--- src/rtl/core/mdt_pkg.sv ---
// Package for the MIDI drum channel tracker: sizes, codes, reset-message
// byte patterns and the types passed between the tracker's modules.
// No dependencies.
`default_nettype none

package mdt_pkg;

  localparam int CHANNELS  = 16;
  localparam int CH_W      = $clog2(CHANNELS);
  localparam int HOLD_LEN  = 11;
  localparam int HOLD_W    = $clog2(HOLD_LEN);
  localparam int COUNT_SAT = 12;
  localparam int NUM_PAT   = 5;

  // synth modes
  localparam logic [1:0] MODE_GM  = 2'd0;
  localparam logic [1:0] MODE_GM2 = 2'd1;
  localparam logic [1:0] MODE_GS  = 2'd2;
  localparam logic [1:0] MODE_XG  = 2'd3;

  // short message codes
  localparam logic [3:0] STATUS_CTRL = 4'hB;
  localparam logic [3:0] STATUS_PROG = 4'hC;
  localparam logic [7:0] CC_BANK     = 8'h00;
  localparam logic [7:0] XG_DRUM     = 8'h7F;
  localparam logic [7:0] GM2_DRUM    = 8'h78;
  localparam logic [7:0] GM2_MELODIC = 8'h79;

  // GS part message address bytes
  localparam logic [7:0] GS_ADDR_MAP  = 8'h02;
  localparam logic [7:0] GS_ADDR_DRUM = 8'h15;

  localparam logic [CH_W-1:0] DRUM_CH = CH_W'(9);

  // pattern indexes
  localparam logic [2:0] PAT_GM   = 3'd0;
  localparam logic [2:0] PAT_GM2  = 3'd1;
  localparam logic [2:0] PAT_GS   = 3'd2;
  localparam logic [2:0] PAT_XG   = 3'd3;
  localparam logic [2:0] PAT_PART = 3'd4;

  localparam logic [3:0] LEN_GM = 4'd6;
  localparam logic [3:0] LEN_GS = 4'd11;
  localparam logic [3:0] LEN_XG = 4'd9;

  typedef enum logic [2:0] {
    TBL_NONE,
    TBL_RESTORE,
    TBL_FLAG,
    TBL_MAP,
    TBL_FLAG_MAPPED
  } tbl_op_e;

  typedef struct packed {
    tbl_op_e         op;
    logic [CH_W-1:0] idx;
    logic [7:0]      val;
  } tbl_cmd_t;

  typedef struct packed {
    logic            done;
    logic            rst_hit;
    logic [1:0]      rst_mode;
    logic            part_hit;
    logic [CH_W-1:0] part;
    logic [7:0]      addr;
    logic [7:0]      value;
  } match_res_t;

  // Default part-to-channel map.
  function automatic logic [7:0] map_init(input logic [CH_W-1:0] idx);
    logic [7:0] r;
    if (idx == 4'd0) begin
      r = 8'd9;
    end else if (idx <= 4'd9) begin
      r = 8'(idx) - 8'd1;
    end else begin
      r = 8'(idx);
    end
    return r;
  endfunction

  // Returns {mask, value}; a byte matches when (byte & mask) == value.
  function automatic logic [15:0] pat_entry(input logic [2:0] kind,
                                            input logic [HOLD_W-1:0] idx);
    logic [15:0] r;
    r = 16'h0000;
    unique case (kind)
      PAT_GM, PAT_GM2: begin
        unique case (idx)
          4'd0:    r = 16'hFFF0;
          4'd1:    r = 16'hFF7E;
          4'd2:    r = 16'hFF7F;
          4'd3:    r = 16'hFF09;
          4'd4:    r = (kind == PAT_GM) ? 16'hFF01 : 16'hFF03;
          4'd5:    r = 16'hFFF7;
          default: r = 16'h0000;
        endcase
      end
      PAT_GS: begin
        unique case (idx)
          4'd0:    r = 16'hFFF0;
          4'd1:    r = 16'hFF41;
          4'd2:    r = 16'hFF10;
          4'd3:    r = 16'hFF42;
          4'd4:    r = 16'hFF12;
          4'd5:    r = 16'hFF40;
          4'd6:    r = 16'hFF00;
          4'd7:    r = 16'hFF7F;
          4'd8:    r = 16'hFF00;
          4'd9:    r = 16'hFF41;
          4'd10:   r = 16'hFFF7;
          default: r = 16'h0000;
        endcase
      end
      PAT_XG: begin
        unique case (idx)
          4'd0:    r = 16'hFFF0;
          4'd1:    r = 16'hFF43;
          4'd2:    r = 16'hFF10;
          4'd3:    r = 16'hFF4C;
          4'd4:    r = 16'hFF00;
          4'd5:    r = 16'hFF00;
          4'd6:    r = 16'hFF7E;
          4'd7:    r = 16'hFF00;
          4'd8:    r = 16'hFFF7;
          default: r = 16'h0000;
        endcase
      end
      PAT_PART: begin
        // F0 41 xx 42 12 40 1p xx xx xx F7
        unique case (idx)
          4'd0:    r = 16'hFFF0;
          4'd1:    r = 16'hFF41;
          4'd3:    r = 16'hFF42;
          4'd4:    r = 16'hFF12;
          4'd5:    r = 16'hFF40;
          4'd6:    r = 16'hF010;
          4'd10:   r = 16'hFFF7;
          default: r = 16'h0000;
        endcase
      end
      default: r = 16'h0000;
    endcase
    return r;
  endfunction

endpackage

`default_nettype wire

--- src/rtl/core/midi_drum_channel_tracker.sv ---
// Top level of the MIDI drum channel tracker: sequencer, mode register and
// result register. Depends on mdt_pkg, mdt_matcher and mdt_chan_tbl.
//
// Follows the synth mode (GM, GM2, GS, XG) and a drum setting per MIDI
// channel. An input item is either a packed short message (func 0) or one
// sysex byte (func 1). Short messages and non-final sysex bytes leave the
// sequencer idle; a program change loads one result into the output register
// at the accepting edge. The final sysex byte starts a byte-serial scan of
// the held message, one byte per cycle through the matcher's compare unit,
// and the block is stalled until the scan is done. A matching reset message
// then emits 16 results, channels 0..15, one per cycle while the output side
// is not stalling. Input stall is high whenever the sequencer is busy or the
// output register is full and stalled.
`default_nettype none

module midi_drum_channel_tracker
  import mdt_pkg::*;
(
  input  wire logic        clk_i,
  input  wire logic        rst_ni,
  // input items
  input  wire logic        in_valid_i,
  output logic             in_stall_o,
  input  wire logic        func_i,
  input  wire logic [23:0] short_word_i,
  input  wire logic [7:0]  sysex_byte_i,
  input  wire logic        byte_last_i,
  // result items
  output logic             out_valid_o,
  input  wire logic        out_stall_i,
  output logic [3:0]       drum_ch_o,
  output logic [7:0]       drum_value_o,
  output logic [1:0]       mode_now_o,
  output logic             last_in_run_o
);

  typedef enum logic [2:0] {
    S_IDLE  = 3'b001,
    S_SCAN  = 3'b010,
    S_BURST = 3'b100
  } state_e;

  state_e          state_q, state_d;
  logic [1:0]      mode_q;
  logic [CH_W-1:0] burst_q;

  logic            out_valid_q;
  logic [CH_W-1:0] out_ch_q;
  logic [7:0]      out_val_q;
  logic [1:0]      out_mode_q;
  logic            out_last_q;

  logic            out_free, in_acc;
  logic            is_prog, is_cc0, byte_we, burst_load;
  logic [3:0]      kind;
  logic [CH_W-1:0] ch;
  logic [7:0]      d1, d2;
  logic [CH_W-1:0] rd_ch;
  logic [7:0]      rd_val;
  match_res_t      mres;
  tbl_cmd_t        cmd;

  assign kind = short_word_i[7:4];
  assign ch   = short_word_i[CH_W-1:0];
  assign d1   = short_word_i[15:8];
  assign d2   = short_word_i[23:16];

  // output register frees up when empty or being taken this cycle
  assign out_free   = !out_valid_q || !out_stall_i;
  assign in_stall_o = !((state_q == S_IDLE) && out_free);
  assign in_acc     = in_valid_i && !in_stall_o;

  assign is_prog    = in_acc && !func_i && (kind == STATUS_PROG);
  assign is_cc0     = in_acc && !func_i && (kind == STATUS_CTRL) && (d1 == CC_BANK);
  assign byte_we    = in_acc && func_i;
  assign burst_load = (state_q == S_BURST) && out_free;

  assign rd_ch = (state_q == S_BURST) ? burst_q : ch;

  mdt_matcher u_matcher (
    .clk_i     (clk_i),
    .rst_ni    (rst_ni),
    .byte_we_i (byte_we),
    .byte_i    (sysex_byte_i),
    .last_i    (byte_last_i),
    .res_o     (mres)
  );

  mdt_chan_tbl u_tbl (
    .clk_i    (clk_i),
    .rst_ni   (rst_ni),
    .cmd_i    (cmd),
    .rd_ch_i  (rd_ch),
    .rd_val_o (rd_val)
  );

  // table updates: scan verdicts and bank-select controllers
  always_comb begin
    cmd.op  = TBL_NONE;
    cmd.idx = ch;
    cmd.val = 8'd0;
    if ((state_q == S_SCAN) && mres.done) begin
      if (mres.rst_hit) begin
        cmd.op = TBL_RESTORE;
      end else if (mres.part_hit && (mode_q == MODE_GS)) begin
        cmd.idx = mres.part;
        cmd.val = mres.value;
        if (mres.addr == GS_ADDR_MAP) begin
          cmd.op = TBL_MAP;
        end else if (mres.addr == GS_ADDR_DRUM) begin
          cmd.op = TBL_FLAG_MAPPED;
        end
      end
    end else if (is_cc0) begin
      if (mode_q == MODE_XG) begin
        cmd.op  = TBL_FLAG;
        cmd.val = (d2 == XG_DRUM) ? 8'd1 : 8'd0;
      end else if (mode_q == MODE_GM2) begin
        if (d2 == GM2_DRUM) begin
          cmd.op  = TBL_FLAG;
          cmd.val = 8'd1;
        end else if (d2 == GM2_MELODIC) begin
          cmd.op  = TBL_FLAG;
          cmd.val = 8'd0;
        end
      end
    end
  end

  always_comb begin
    state_d = state_q;
    unique case (state_q)
      S_IDLE: begin
        if (byte_we && byte_last_i) begin
          state_d = S_SCAN;
        end
      end
      S_SCAN: begin
        if (mres.done) begin
          state_d = mres.rst_hit ? S_BURST : S_IDLE;
        end
      end
      S_BURST: begin
        if (out_free && (burst_q == CH_W'(CHANNELS - 1))) begin
          state_d = S_IDLE;
        end
      end
      default: state_d = S_IDLE;
    endcase
  end

  always_ff @(posedge clk_i or negedge rst_ni) begin
    if (!rst_ni) begin
      state_q     <= S_IDLE;
      mode_q      <= MODE_GM;
      burst_q     <= '0;
      out_valid_q <= 1'b0;
    end else begin
      state_q <= state_d;
      if ((state_q == S_SCAN) && mres.done && mres.rst_hit) begin
        mode_q  <= mres.rst_mode;
        burst_q <= '0;
      end else if (burst_load) begin
        burst_q <= burst_q + CH_W'(1);
      end
      if (is_prog || burst_load) begin
        out_valid_q <= 1'b1;
      end else if (!out_stall_i) begin
        out_valid_q <= 1'b0;
      end
    end
  end

  // result payload
  always_ff @(posedge clk_i) begin
    if (is_prog || burst_load) begin
      out_ch_q   <= rd_ch;
      out_val_q  <= rd_val;
      out_mode_q <= mode_q;
      out_last_q <= is_prog || (burst_q == CH_W'(CHANNELS - 1));
    end
  end

  assign out_valid_o   = out_valid_q;
  assign drum_ch_o     = out_ch_q;
  assign drum_value_o  = out_val_q;
  assign mode_now_o    = out_mode_q;
  assign last_in_run_o = out_last_q;

endmodule

`default_nettype wire

--- src/rtl/core/mdt_matcher.sv ---
// Sysex byte store and byte-serial pattern matcher.
// Depends on mdt_pkg.
`default_nettype none

module mdt_matcher
  import mdt_pkg::*;
(
  input  wire logic       clk_i,
  input  wire logic       rst_ni,
  input  wire logic       byte_we_i,
  input  wire logic [7:0] byte_i,
  input  wire logic       last_i,
  output match_res_t      res_o
);

  logic [7:0]         hold_q [HOLD_LEN];
  logic [3:0]         count_q, count_d;
  logic [3:0]         len_q;
  logic [HOLD_W-1:0]  idx_q;
  logic [NUM_PAT-1:0] ok_q, cmp;
  logic               scan_q, done_q;
  logic               scan_end;
  logic [3:0]         len_new;

  assign count_d  = (count_q < 4'(COUNT_SAT)) ? count_q + 4'd1 : count_q;
  assign len_new  = count_d;
  assign scan_end = ((4'(idx_q) + 4'd1) == len_q) || (idx_q == HOLD_W'(HOLD_LEN - 1));

  // one held byte against every pattern per cycle
  always_comb begin
    logic [15:0] pe;
    cmp = '0;
    for (int k = 0; k < NUM_PAT; k++) begin
      pe     = pat_entry(3'(k), idx_q);
      cmp[k] = ((hold_q[idx_q] & pe[15:8]) == pe[7:0]);
    end
  end

  always_ff @(posedge clk_i) begin
    if (byte_we_i && (count_q < 4'(HOLD_LEN))) begin
      hold_q[count_q[HOLD_W-1:0]] <= byte_i;
    end
  end

  always_ff @(posedge clk_i or negedge rst_ni) begin
    if (!rst_ni) begin
      count_q <= '0;
      scan_q  <= 1'b0;
      done_q  <= 1'b0;
      len_q   <= '0;
      idx_q   <= '0;
      ok_q    <= '0;
    end else begin
      done_q <= 1'b0;
      if (byte_we_i) begin
        if (last_i) begin
          count_q <= '0;
          len_q   <= len_new;
          idx_q   <= '0;
          ok_q    <= '1;
          scan_q  <= 1'b1;
        end else begin
          count_q <= count_d;
        end
      end else if (scan_q) begin
        ok_q <= ok_q & cmp;
        if (scan_end) begin
          scan_q <= 1'b0;
          done_q <= 1'b1;
        end else begin
          idx_q <= idx_q + HOLD_W'(1);
        end
      end
    end
  end

  always_comb begin
    logic gm, gm2, gs, xg;
    gm  = ok_q[PAT_GM]  && (len_q == LEN_GM);
    gm2 = ok_q[PAT_GM2] && (len_q == LEN_GM);
    gs  = ok_q[PAT_GS]  && (len_q == LEN_GS);
    xg  = ok_q[PAT_XG]  && (len_q == LEN_XG);
    res_o.done     = done_q;
    res_o.rst_hit  = gm || gm2 || gs || xg;
    priority if (xg) begin
      res_o.rst_mode = MODE_XG;
    end else if (gs) begin
      res_o.rst_mode = MODE_GS;
    end else if (gm2) begin
      res_o.rst_mode = MODE_GM2;
    end else begin
      res_o.rst_mode = MODE_GM;
    end
    res_o.part_hit = ok_q[PAT_PART] && (len_q == LEN_GS);
    res_o.part     = hold_q[6][CH_W-1:0];
    res_o.addr     = hold_q[7];
    res_o.value    = hold_q[8];
  end

endmodule

`default_nettype wire

--- src/rtl/core/mdt_chan_tbl.sv ---
// Per-channel drum settings and GS part-to-channel map.
// Depends on mdt_pkg.
`default_nettype none

module mdt_chan_tbl
  import mdt_pkg::*;
(
  input  wire logic            clk_i,
  input  wire logic            rst_ni,
  input  wire tbl_cmd_t        cmd_i,
  input  wire logic [CH_W-1:0] rd_ch_i,
  output logic      [7:0]      rd_val_o
);

  logic [7:0] drum_q [CHANNELS];
  logic [7:0] map_q  [CHANNELS];
  logic [7:0] tgt;

  assign tgt      = map_q[cmd_i.idx];
  assign rd_val_o = drum_q[rd_ch_i];

  always_ff @(posedge clk_i or negedge rst_ni) begin
    if (!rst_ni) begin
      for (int i = 0; i < CHANNELS; i++) begin
        drum_q[i] <= (CH_W'(i) == DRUM_CH) ? 8'd1 : 8'd0;
        map_q[i]  <= map_init(CH_W'(i));
      end
    end else begin
      unique case (cmd_i.op)
        TBL_RESTORE: begin
          for (int i = 0; i < CHANNELS; i++) begin
            drum_q[i] <= (CH_W'(i) == DRUM_CH) ? 8'd1 : 8'd0;
            map_q[i]  <= map_init(CH_W'(i));
          end
        end
        TBL_FLAG: begin
          drum_q[cmd_i.idx] <= cmd_i.val;
        end
        TBL_MAP: begin
          map_q[cmd_i.idx] <= cmd_i.val;
        end
        TBL_FLAG_MAPPED: begin
          if (tgt < 8'(CHANNELS)) begin
            drum_q[tgt[CH_W-1:0]] <= cmd_i.val;
          end
        end
        TBL_NONE: begin
        end
        default: begin
        end
      endcase
    end
  end

endmodule

`default_nettype wire
--- config.mk ---
export PLATFORM = sky130hd
export DESIGN_NAME = midi_drum_channel_tracker
export DESIGN_NICKNAME = d
export VERILOG_FILES = /design/src/rtl/core/mdt_pkg.sv /design/src/rtl/core/midi_drum_channel_tracker.sv /design/src/rtl/core/mdt_matcher.sv /design/src/rtl/core/mdt_chan_tbl.sv
export SDC_FILE = /design/constraint.sdc
export NUM_CORES = 1
export LEC_CHECK = 0
export ABC_AREA = 1
export BUFFER_PORTS_ARGS = -buffer_cell sky130_fd_sc_hd__buf_2
export CELL_PAD_IN_SITES_DETAIL_PLACEMENT = 0
export CELL_PAD_IN_SITES_GLOBAL_PLACEMENT = 1
export CORE_MARGIN = 8
export CORE_UTILIZATION = 47
export DETAILED_ROUTE_END_ITERATION = 8
export PLACE_DENSITY = 0.8
export SYNTH_ARGS = -nofsm -noshare
export SYNTH_HDL_FRONTEND = slang
export SYNTH_SLANG_ARGS = --single-unit
export TNS_END_PERCENT = 5
--- constraint.sdc ---
create_clock -name clk_i -period 3.85 [get_ports clk_i]
set_input_delay 1.155 -clock clk_i [delete_from_list [all_inputs] [get_ports clk_i]]
set_output_delay 1.155 -clock clk_i [all_outputs]
set_load 0.01 [all_outputs]
== After elaboration in Yosys (flattened, before gate mapping) ==
Memory sizes are Yosys's and may differ from the RTL's.
Index checks and enable logic that the tools add are counted.

* Reduce and logical (&&, ||, !) cells: 43
* Bitwise logic cells: 9
* $add $sub $neg: 3
* Order comparisons: 8
* Mux-type cells: 68
* Equality and inequality tests: 41

{| class="wikitable"
|+ Operators with widths
! operator !! count
|-
| 128-bit bitwise mux || 3
|-
| 128-bit one-hot mux with 3 select lines || 1
|-
| 128-bit one-hot mux with 2 select lines || 1
|-
| 16-bit one-hot mux with 6 select lines || 2
|-
| 128-bit two-way mux || 1
|-
| 16-bit one-hot mux with 7 select lines || 1
|-
| 8-bit binary-select mux with 4-bit select || 2
|-
| 8-bit demux with 4-bit select || 2
|-
| 8-bit two-way mux || 7
|-
| 8-bit AND || 5
|-
| 8-bit equality test || 5
|-
| 4-bit two-way mux || 10
|-
| 4-bit equality test, second input constant || 6
|-
| 8-bit by 7-bit equality test with 1-bit output, second input constant || 3
|-
| 3-bit two-way mux || 8
|-
| 1-bit logical AND || 21
|-
| 1-bit two-way mux || 17
|-
| 4-bit by 3-bit equality test with 1-bit output, second input constant || 4
|-
| 5-bit >= comparator, second input constant || 3
|-
| 15-bit two-way mux || 1
|-
| 5-bit two-way mux || 3
|-
| 4-bit NOT with 5-bit output || 3
|-
| 2-bit two-way mux || 7
|-
| 4-bit by 1-bit adder with 4-bit output, second input constant || 3
|-
| 26 further kinds || 53
|}

* Logic and storage cells: 221
* Register bits: 300
* ROM bits: 512
* Bits in writable memories: 88
* Memories kept: 3

{| class="wikitable"
|+ Memories
! memory !! depth !! width !! rd ports !! clocked after Yosys merged registers in !! write ports !! RTL line !! text
|-
| (no name shown) || 16 || 16 || 1 || 0 || 0 || mdt_pkg.sv:101 || <nowiki>unique case (idx)</nowiki>
|-
| (no name shown) || 16 || 16 || 1 || 0 || 0 || mdt_pkg.sv:117 || <nowiki>unique case (idx)</nowiki>
|-
| u_matcher.hold_q || 11 || 8 || 4 || 0 || 1 || mdt_matcher.sv:16 || <nowiki>logic [7:0] hold_q [HOLD_LEN];</nowiki>
|}

== Logic depth before layout (Yosys ltp) ==
* Depth in word-level cells: 19
* Gate-level depth with buffers: 25
* Gate-level depth less buffers: 22

== Cells and area by module ==
Synthesis repeated with hierarchy kept, for this count alone.

* Cells, all modules: 3487
* Area total of the unflattened synthesis: 24763.8 sq um

{| class="wikitable"
|+ Modules (own cells, without submodules)
! module !! area each (sq um) !! seq. area each (sq um) !! times used !! cells an instance
|-
| mdt_chan_tbl || 16966.3 || 6447.4 || 1 || 2555
|-
| mdt_matcher || 6371.1 || 3358.2 || 1 || 757
|-
| midi_drum_channel_tracker || 1426.4 || 701.9 || 1 || 175
|}

== Worst setup path before layout ==
Ideal clock, no wire load.

* Path kind: in2reg
* From: in out_stall_i
* To: reg u_tbl.map_q[35] (netlist bit)
* Path slack: 936 ps
* Library setup time: 93 ps
* Arrival: 2821 ps
* Stages on the path: 11
* Cells stage by stage: nand2_1 -> nand2_1 -> nor2_1 -> nand2_1 -> nor4_1 -> nand3_1 -> nand3_1 -> clkbuf_1 -> nand2_1 -> nor2_1 -> a21oi_1

* Cells in the longest elaborated chain, start to end: 11
* Elaborated cells between the ends (all ways): 13
* Classes of those cells: eq/ne: 2; mux: 3; reduce/logical: 8

{| class="wikitable"
|+ RTL lines
! item !! RTL line !! text
|-
| start: declaration || midi_drum_channel_tracker.sv:30 || <nowiki>input wire logic out_stall_i,</nowiki>
|-
| 1-bit zero test * || -- ||
|-
| 1-bit logical OR * || midi_drum_channel_tracker.sv:69 || <nowiki>assign out_free = !out_valid_q || !out_stall_i;</nowiki>
|-
| 1-bit logical AND * || midi_drum_channel_tracker.sv:70 || <nowiki>assign in_stall_o = !((state_q == S_IDLE) && out_free);</nowiki>
|-
| 1-bit logical AND * || midi_drum_channel_tracker.sv:71 || <nowiki>assign in_acc = in_valid_i && !in_stall_o;</nowiki>
|-
| 1-bit logical AND * (3 in series) || midi_drum_channel_tracker.sv:74 || <nowiki>assign is_cc0 = in_acc && !func_i && (kind == STATUS_CTRL) && (d1 == CC_BANK);</nowiki>
|-
| 2-bit two-way mux * || midi_drum_channel_tracker.sv:114 || <nowiki>end else if (is_cc0) begin</nowiki>
|-
| 3-bit two-way mux * || midi_drum_channel_tracker.sv:102 || <nowiki>if ((state_q == S_SCAN) && mres.done) begin</nowiki>
|-
| 3-bit by 2-bit equality test with 1-bit output or 3-bit by 1-bit equality test with 1-bit output (tied branches) || mdt_chan_tbl.sv:29 || <nowiki>unique case (cmd_i.op)</nowiki>
|-
| 128-bit one-hot mux with 2 select lines or 2-bit nonzero test (tied branches) || -- ||
|-
| end signal: indexed assignment || mdt_chan_tbl.sv:26 || <nowiki>map_q[i] <= map_init(CH_W'(i));</nowiki>
|-
| end signal: indexed assignment || mdt_chan_tbl.sv:33 || <nowiki>map_q[i] <= map_init(CH_W'(i));</nowiki>
|-
| end signal: indexed assignment || mdt_chan_tbl.sv:40 || <nowiki>map_q[cmd_i.idx] <= cmd_i.val;</nowiki>
|-
| end: declaration || mdt_chan_tbl.sv:16 || <nowiki>logic [7:0] map_q [CHANNELS];</nowiki>
|}

Mark *: on every way between the ends. The rest lies on a longest branch, timed or not.
A chain may end at the register's enable or synchronous reset.

== Worst setup path after layout ==
* From: reg u_matcher.len_q[0]
* To: reg u_tbl.drum_q[101] (netlist bit)

* Cells in the longest elaborated chain, start to end: 19
* Elaborated cells between the ends (all ways): 44
* Classes of those cells: order compare: 5; eq/ne: 7; mux: 17; bitwise: 2; reduce/logical: 13

{| class="wikitable"
|+ RTL lines
! item !! RTL line !! text
|-
| start: declaration || mdt_matcher.sv:18 || <nowiki>logic [3:0] len_q;</nowiki>
|-
| start signal: assignment || mdt_matcher.sv:58 || <nowiki>len_q <= len_new;</nowiki>
|-
| 4-bit by 3-bit equality test with 1-bit output || mdt_matcher.sv:79, mdt_matcher.sv:80 ||
|-
| 1-bit logical AND, on equally long branches || mdt_matcher.sv:79, mdt_matcher.sv:80 ||
|-
| 1-bit logical OR (3 in series) || mdt_matcher.sv:84 || <nowiki>res_o.rst_hit = gm || gm2 || gs || xg;</nowiki>
|-
| 12-bit two-way mux || midi_drum_channel_tracker.sv:103 || <nowiki>if (mres.rst_hit) begin</nowiki>
|-
| 4-bit two-way mux || midi_drum_channel_tracker.sv:102 ||
|-
| 4-bit NOT with 5-bit output (not written as such) || mdt_chan_tbl.sv:19, mdt_chan_tbl.sv:37 ||
|-
| 8-bit binary-select mux with 4-bit select || mdt_chan_tbl.sv:19 || <nowiki>assign tgt = map_q[cmd_i.idx];</nowiki>
|-
| 8-bit two-way mux (not written as such) (2 in series) || mdt_chan_tbl.sv:19 ||
|-
| 4-bit NOT with 5-bit output (not written as such) || mdt_chan_tbl.sv:44 || <nowiki>drum_q[tgt[CH_W-1:0]] <= cmd_i.val;</nowiki>
|-
| 5-bit >= comparator (not written as such) or 5-bit by 1-bit < comparator with 1-bit output (tied branches) || mdt_chan_tbl.sv:44 ||
|-
| 1-bit logical AND (not written as such) || mdt_chan_tbl.sv:44 ||
|-
| 8-bit two-way mux (not written as such) || mdt_chan_tbl.sv:44 ||
|-
| 8-bit demux with 4-bit select || mdt_chan_tbl.sv:44 ||
|-
| 128-bit bitwise mux || mdt_chan_tbl.sv:44 ||
|-
| 128-bit two-way mux || mdt_chan_tbl.sv:43 || <nowiki>if (tgt < 8'(CHANNELS)) begin</nowiki>
|-
| 128-bit one-hot mux with 3 select lines || mdt_chan_tbl.sv:29 ||
|-
| end signal: indexed assignment || mdt_chan_tbl.sv:32 || <nowiki>drum_q[i] <= (CH_W'(i) == DRUM_CH) ? 8'd1 : 8'd0;</nowiki>
|-
| end signal: indexed assignment || mdt_chan_tbl.sv:37 || <nowiki>drum_q[cmd_i.idx] <= cmd_i.val;</nowiki>
|-
| end signal: indexed assignment || mdt_chan_tbl.sv:44 ||
|-
| end: declaration || mdt_chan_tbl.sv:15 || <nowiki>logic [7:0] drum_q [CHANNELS];</nowiki>
|}

Several ways; a longest one is shown, not always the timed one. The select of a mux whose other input is x is not followed.

==> flow_summary.toml <==
[outcome]
run_status = "complete, no violations"

[worst_hold_path]
min_path_cells = 2
worstHoldStart = "u_tbl.drum_q[80]"
whs_endpoint = "u_tbl.drum_q[80]"
worstHoldPathType = "reg2reg"

[timing]
fin_setup_tns_ns = 0
finalWorstSetupSlack_ns = 0.2315
fmax_ghz = 0.2764
worst_slew_pin_slew_ns = 1.090
hold_viol = 0
slew_viol_final = 0
holdWs_ns = 0.4832
min_period_ns = 3.619
maxSlewHeadroom = 0.2659
setup_violations = 0
fin_skew_ns = 0.01995
rsz0062_at_grt = "true"
timing.final.crit_share = 0.9399

[critical_path]
crit_buf_inv = 3
ff2ff_path_depth = 22
path_common_cell = "nand2_1"
required_ns = 4.38
criticalPathCategory = "reg2reg"
cp_cell_sequence = "nand2_1, inv_1, nand3_1, nand2_1, nor2_4, nand2_4, nand2_4, nand2_4, buf_12, nand2_1, nand3_1, nand3_1, nand2_1, clkinv_1, nand2_1, nor2_4, nand2_1, nand2_1, nand3_1, nand2_1, nand2_1, nand2_1"
crit_path_start = "u_matcher.len_q[0]"
crit-reg2reg-launch = "u_matcher.len_q[0]"
worst_path_dominant_cell_family = "simple AND/OR/NAND/NOR gates"
startpoint_type = "register"
slowest_stage = "dfrtp_1"
crit_path_max_fanout = 64
crit_arrival_ns = 4.15
reg2reg_slack_ns = 0.23
cp_slowest_stage_delay_ns = 0.45
regToRegEndpoint = "u_tbl.drum_q[101]"
setup.worst_path.end_class = "register"

[power]
p_per_area_nw_per_um2 = 457.1
switching_share = 0.3363
leakage_nw = 13.08
seq_power_share = 0.371
clkPwrFrac = 0.375
power.total_mw = 12.43
ir_drop_mv = 0.3272
power.switching_mw = 4.181
intPower_mw = 8.253
comb_power_share = 0.253

[logic_synthesis]
synth_area_per_cell_um2 = 7.126
synthArstFlopShare = 0.7197
yosysTopAreaCell = "dfrtp_1"
synth_area_leaders = "dfrtp_1, nand2_1, edfxtp_1"
synth-edff-count = 111
synth_seq_cells = 396
yosysUniqueCellTypes = 49
syn_inst = 3389
ys_warn_count = 0
netlist_area_um2 = 24150
seq_area_frac_synth = 0.4351
synth_top_area_share = 0.2601
synthFlopType = "dfrtp_1"

[grt]
grt_pass1_vias = 22950
grtUsageTotal = 0.2874
overflow = 0
antenna_found_initial = 1
grt_pass1_wl_um = 135500
grt_max_degree = 91

[clock_network]
cts.sinks = 396
clockBufferDepth = 3
cts_tree = "done"
clkLatencyLatePin_ns = 0.59
htree_levels = 2
clk_pin_slew_worst_paths_ns = 0.06
cts_buffers = 47
cts_root_buf = "clkbuf_16"

[placement]
gp_congestion = 0.8982
dpl_cell_area_um2 = 25590
hpwlAfterDp_um = 57690
numPlacedInstances = 4067
post-place-ws_ns = 0.1128
portBuffers = 54

[cells_and_area]
area_delta_synth_final_pct = 12.63
post-route-util = 0.5323
drive_gt1_frac = 0.1027
final_cells = 4155
layout_commonest_cell = "nand2_1"
final_cell_mix = "nand2_1, nand3_1, inv_1"
final_area_um2 = 27200
nNetsFinal = 3487
antennaDiodeCount = 0

[floorplanning]
num_rows = 83
ios = 55
die_y_um = 242.7
die_x_um = 242.7
coreArea_um2 = 51090
die_area_um2 = 58890
start_util = 0.4726

[drt]
vias = 23980
first_pass_iters = 6
via_per_inst = 5.772
drt-initial-drc-count = 2636
drt_wl_total_um = 86670
ant_nets = 0
routedWlPerCell_um = 20.86
drc = 0

[job]
drv_cap = 0
worst max path at each step:
stage               slack, ns  cells after the start                end
floorplan                0.94                     11    u_tbl.map_q[35]
global placement         0.20                     22   u_tbl.drum_q[48]
detailed placement       0.11                     15   u_tbl.drum_q[88]
CTS                      0.19                     22   u_tbl.drum_q[48]
global route            -0.02                     20    u_tbl.drum_q[2]
finish                   0.23                     22  u_tbl.drum_q[101]
power by group through the flow:
| stage | logic [mW] | registers (mW) | clock network, mW |
|---|---|---|---|
| after floorplan | 2.13 | 4.64 | 0 |
| after global routing | 3.50 | 4.63 | 4.89 |
| final | 3.15 | 4.62 | 4.67 |
| after global placement | 3.09 | 4.69 | 0 |
| after CTS | 3.13 | 4.61 | 4.74 |
| after detailed placement | 3.12 | 4.69 | 0 |
synth_stat cells (all sizes together) (13+ instances only):
library cell,number
a21oi,88
buf,79
clkbuf,110
dfrtp,251
dfstp,34
edfxtp,111
inv,366
nand2,1199
nand3,377
nor2,224
o211ai,96
o21ai,240
o221ai,17
o22ai,88
o311ai,17
xor2,13
logic make-up after synthesis:
logic type      after synthesis  synth area share
compound gates              560            0.1374
simple gates               1833            0.3171
xor+xnor                     23          0.008341
fa+ha+maj                    11          0.005699
buf+inv                     565           0.09626
other cells                   1         0.0001553
flops                       396            0.4351
worst register-to-register path, delay by kind of cell, from the launching register on:
family | cells | cell delay, ns
buf+inv | 3 | 0.34
simple gates | 19 | 2.78
flops | 1 | 0.45
per-layer routing:
| metal | GRT usage | part of all wire | vias to the layer above |
|---|---|---|---|
| met5 | 0 | 0 | - |
| met2 | 0.4418 | 0.45 | 1100 |
| li1 | - | - | 11190 |
| met4 | 0.1051 | 0.034 | 0 |
| met3 | 0.04096 | 0.083 | 187 |
| met1 | 0.4096 | 0.44 | 11510 |
state kept, by name (all words and copies together), names as in the netlist:
| signal | cells |
|---|---|
| u_matcher.done_q | 1 |
| drum_ch_o | 4 |
| u_tbl.drum_q | 128 |
| u_matcher.idx_q | 4 |
| out_valid_o | 1 |
| u_matcher.ok_q | 5 |
| mode_q | 2 |
| mode_now_o | 2 |
| u_matcher.len_q | 4 |
| u_matcher.scan_q | 1 |
| burst_q | 4 |
| u_matcher.hold_q | 96 |
| u_tbl.map_q | 128 |
| state_q | 3 |
| u_matcher.count_q | 4 |
| last_in_run_o | 1 |
| drum_value_o | 8 |
area by class of cell:
| type | instances | area, um^2 |
|---|---|---|
| sequential | 396 | 10510 |
| clock inverter | 26 | 284.0 |
| timing repair buffer | 182 | 1454 |
| clock buffer | 60 | 1297 |
| fill | 5023 | 23890 |
| inverter | 376 | 1429 |
| multi-input combinational | 2435 | 11380 |
| tap | 680 | 850.8 |
what timing repair did:
action / in CTS / in global routing
endpoints found under the setup margin: 0 / 100
endpoints found under the hold margin: 0 / 0
gates resized for setup: 0 / 4
hold buffers: 0 / 0
setup buffers: 0 / 2
Power figures use the tool's default switching activity.
